--- src/hdl/sktl_pkg.sv ---
package sktl_pkg;

    localparam int KEY_W   = 64;
    localparam int PORT_VW = 32;
    localparam int IDX_W   = 8;
    localparam int IOUT_W  = 10;
    localparam int CNT_W   = 9;

    typedef enum logic [3:0] {
        OP_PUT       = 4'd0,
        OP_APPEND    = 4'd1,
        OP_GET       = 4'd2,
        OP_DELETE    = 4'd3,
        OP_DELETE_AT = 4'd4,
        OP_KEY_AT    = 4'd5,
        OP_VALUE_AT  = 4'd6,
        OP_SET_AT    = 4'd7,
        OP_IDX_KEY   = 4'd8,
        OP_IDX_VAL   = 4'd9,
        OP_CLEAR     = 4'd10
    } t_op;

    typedef enum logic [1:0] {
        ST_OK        = 2'd0,
        ST_NOT_FOUND = 2'd1,
        ST_FULL      = 2'd2,
        ST_RANGE     = 2'd3
    } t_status;

    typedef enum logic [4:0] {
        S_IDLE,
        S_DISPATCH,
        S_CMP_RD,
        S_CMP_CHK,
        S_SRCH_RD,
        S_SRCH_CHK,
        S_SRCH_END,
        S_PUT_CHK,
        S_APP_CHK,
        S_SHIFT_RD,
        S_SHIFT_WR,
        S_IDX_CHK,
        S_VAL_RD,
        S_VAL_CHK,
        S_DONE
    } t_state;

endpackage

--- src/hdl/sktl_cmp.sv ---
module sktl_cmp
    import sktl_pkg::*;
(
    input  logic signed [KEY_W-1:0] i_a,
    input  logic signed [KEY_W-1:0] i_b,
    output logic                    o_lt,
    output logic                    o_eq
);

    assign o_lt = i_a < i_b;
    assign o_eq = i_a == i_b;

endmodule

--- config.mk ---
export PLATFORM = sky130hd
export DESIGN_NAME = sktl_cmp
export DESIGN_NICKNAME = d
export VERILOG_FILES = /design/src/hdl/sktl_pkg.sv /design/src/hdl/sktl_cmp.sv
export SDC_FILE = /design/constraint.sdc
export NUM_CORES = 1
export LEC_CHECK = 0
export ABC_AREA = 1
export BUFFER_PORTS_ARGS = -buffer_cell sky130_fd_sc_hd__buf_4
export CORE_AREA = 2 2 64 72
export DETAILED_ROUTE_END_ITERATION = 12
export DIE_AREA = 0 0 66 74
export PLACE_DENSITY = 0.83
export SLEW_MARGIN = 20
export SYNTH_ARGS = -nofsm -noshare
export SYNTH_HDL_FRONTEND = slang
export SYNTH_SLANG_ARGS = --single-unit
--- constraint.sdc ---
create_clock -name vclk -period 1.2
set_input_delay 0.06 -clock vclk [all_inputs]
set_output_delay 0.06 -clock vclk [all_outputs]
set_load 0.02 [all_outputs]
# --- Yosys cells after proc, flatten, opt, wreduce, memory -nomap -nowiden ---
# Cells that the tools add are included.
op_classes:
  magnitude_cmp: 1
  n_eq_ne: 1
ops:
  columns: ["cell", "count"]
  rows:
  - ["$eq A64 B64 Y1", 1]
  - ["$lt A64 B64 Y1", 1]
totals:
  in_bits: 128
  word_cells: 2
  output_inout_bits: 2
  regBits: 0

# --- Depth between registers and ports, before layout ---
logic_depth:
  depth_word: 1
  mapped_depth: 17
  ltp_nobuf: 17

# --- Worst setup path before layout ---
# Ideal clock, no wire load.
synth_path:
  kind: "input-to-output"
  startpoint: "input i_b[55]"
  endpoint: "output o_eq"
  required_time_ps: 1140
  t_arrival_ps: 1305
  cell_stages: 6
  slack_ps: -165
  n_path_buf: 0
  cell_sequence: "inv_1 ha_1 nand2_2 nor4_2 nand2_1 nor3_1"
synth_via:
  elab_chain_len: 1
synth_lines:
  columns: ["element", "line_no", "rtl"]
  rows:
  - ["from (decl)", "sktl_cmp.sv:5", "input logic signed [KEY_W-1:0] i_b,"]
  - ["$eq A64 B64 Y1", "sktl_cmp.sv:11", "assign o_eq = i_a == i_b;"]
  - ["to (decl)", "sktl_cmp.sv:7", "output logic o_eq"]
# No other way between the ends.

# --- Final worst setup path ---
layout_path:
  startpoint: "input i_b[21]"
  endpoint: "output o_lt"
layout_via:
  elab_chain_len: 1
layout_lines:
  columns: ["element", "line_no", "rtl"]
  rows:
  - ["$lt A64 B64 Y1", "sktl_cmp.sv:10", "assign o_lt = i_a < i_b;"]
  - ["to (decl)", "sktl_cmp.sv:6", "output logic o_lt,"]
# No other way between the ends.

==> metrics <==
outcome complete, but fails checks; violated checks setup timing; static leakage power 1.87 nW; most frequent cells in the layout sky130_fd_sc_hd__buf_4, sky130_fd_sc_hd__nand2_1, sky130_fd_sc_hd__inv_1; count of nets left with antenna violations after detail routing 0; worst-margin pin slew 200 ps; number of placed instances with taps included 468; Tightest Hold Check Type in -> out; number of maximum-capacitance violations 0; area of the die 0.00488 mm2; cell-by-cell listing of the critical path buf_6 -> inv_4 -> ha_4 -> a21oi_2 -> nor2_1 -> nor2_1 -> nand3_1 -> a21oi_2 -> nand2_1 -> nand2_1 -> nand2_1 -> nand2_2 -> nand2_2 -> buf_6; drt total wl 6.17 mm; sequential fraction of the synthesis area 0%; GR Util All Layers 23.1%; Total Power 1.18 mW; total of buffers placed on input and output ports 130; average instance area after synthesis 6.23 um2; Setup-failing EPs final 2; Max-slew headroom 86.6%; critical path depth in cells 14; Final Cell Area 0.00346 mm2; num sequential 0; setup repair after global routing missed its margin true; synth warn 0; most frequent standard cell in the layout excluding fill and tap cells sky130_fd_sc_hd__buf_4; width of the die 66 um; data arrival time at the worst-slack endpoint 1490 ps; first-pass iteration count of the detailed router 4; starting density of the core 41.3%; count of cell types in the netlist 19; post-DR wirelength/cell 13.2 um; DP Wirelength 4.21 mm; power density over the cells 342 mW/mm2; number of rows in the core area 25; element type at the critical path end primary output; total placed instance area 0.00287 mm2; cell with the most instances on the worst path sky130_fd_sc_hd__nand2_1; crit path launch i_b[21]; Net Count, Synth 470; cell with the biggest individual delay on the critical path sky130_fd_sc_hd__ha_4; startpoint type of the worst setup path input pin; share of layout cells above drive strength 1 54.0%; starting DRC count in detailed routing 41; vias in the first global route 2263; vias per std cell 4.85; detailed-route DRC error count 0; global-route wire length before repair 9.09 mm; Final WS setup -349 ps; data required time of the critical path 1140 ps; Max Clock Freq 645 MHz; share of the clock period used by the worst path 129%; I/O pins 130; worst vdd ir 0.235 mV; Seq. cell area 0 um2; post-synthesis cell count 278; number of slew-limit violations in the final report 0; WS Path Type in -> out; total number of vias 2276; NumNets Final 609; cell area after synthesis 0.00173 mm2; initial antenna violation count 0; number of hold violations in the final report 0; endpoint of the most critical setup path o_lt; maximum single-stage delay on the critical path 210 ps; post-route non-filler standard cell count 469; Final GP Congestion 0.770; clock tree buffer count of the final layout 0; Top Family by Delay on Critical Path simple AND/OR/NAND/NOR gates; Area Overhead vs Synth 99.8%; global route overflow 0; pin count of the biggest net entering global routing 5; worst path buffer plus inverter count 3; Die Y 74 um; core footprint 0.00419 mm2; final period demand of the worst path 1550 ps; Diodes inserted 0; maximum fanout count along the critical path 2
## timing repair
item | CTS | global route
endpoints found under the setup margin | 2 | 2
buffers inserted | 1 | 0
resized for setup | 93 | 15
pin swaps | 47 | 18
hold buffers | 0 | 0
## area by class of cell
cell class | instances | area, um2
inverter | 76 | 298
timing repair buffer | 137 | 1110
multi-input combinational | 202 | 1980
tap | 54 | 67.6
fill | 273 | 732
## power by group
part	internal (mW)	leakage (nW)	switching, mW
sequential	0	0	0
combinational	0.670	1.87	0.515
clock	0	0	0
## synthesized netlist by cell type, drive strengths merged
master  number  share of area (%)
nor2        16                3.5
inv         76                 16
a21o         1               0.43
nand4        6                2.5
nor4         1               0.72
a21oi       29                8.6
ha          64                 46
o21ai        5                1.4
nand3        4                1.2
o21a         3                1.3
o21bai       2               0.87
nor3         5                2.3
nand2       66                 14
## cell families (layout without fill, tap and decap cells)
logic type | after synthesis | in the layout | share of synthesized area [%]
buf+inv | 76 | 213 | 16.5
simple gates | 98 | 98 | 24.6
fa+ha+maj | 64 | 64 | 46.2
compound gates | 40 | 40 | 12.6
## layer usage
layer,GRT usage (%),up-vias,share of wire [%]
li1,-,1164,-
met4,5.22,0,3.4
met1,21.4,999,33
met5,0,-,0
met3,2.72,22,7.2
met2,51.7,91,57
## stage by stage
step	setup TNS, ps	hold slack (ps)	setup WS (ps)	util (%)
floorplan	0	431	1.07	-
global placement	-583	725	-344	68.4
detailed placement	-618	729	-346	68.4
CTS	-406	730	-215	80.4
global route	-766	812	-456	82.5
finish	-590	784	-349	82.5
## worst min-delay path by stage
stage | slack [ps] | cells past startpoint | end | start
after detailed placement | 730 | 6 | o_lt | i_a[63]
final | 780 | 7 | o_eq | i_a[1]
after global routing | 810 | 7 | o_lt | i_a[63]
after CTS | 730 | 6 | o_lt | i_a[63]
after global placement | 730 | 6 | o_lt | i_a[63]
after floorplan | 430 | 4 | o_lt | i_a[63]
(Power assumes the default switching activity.)
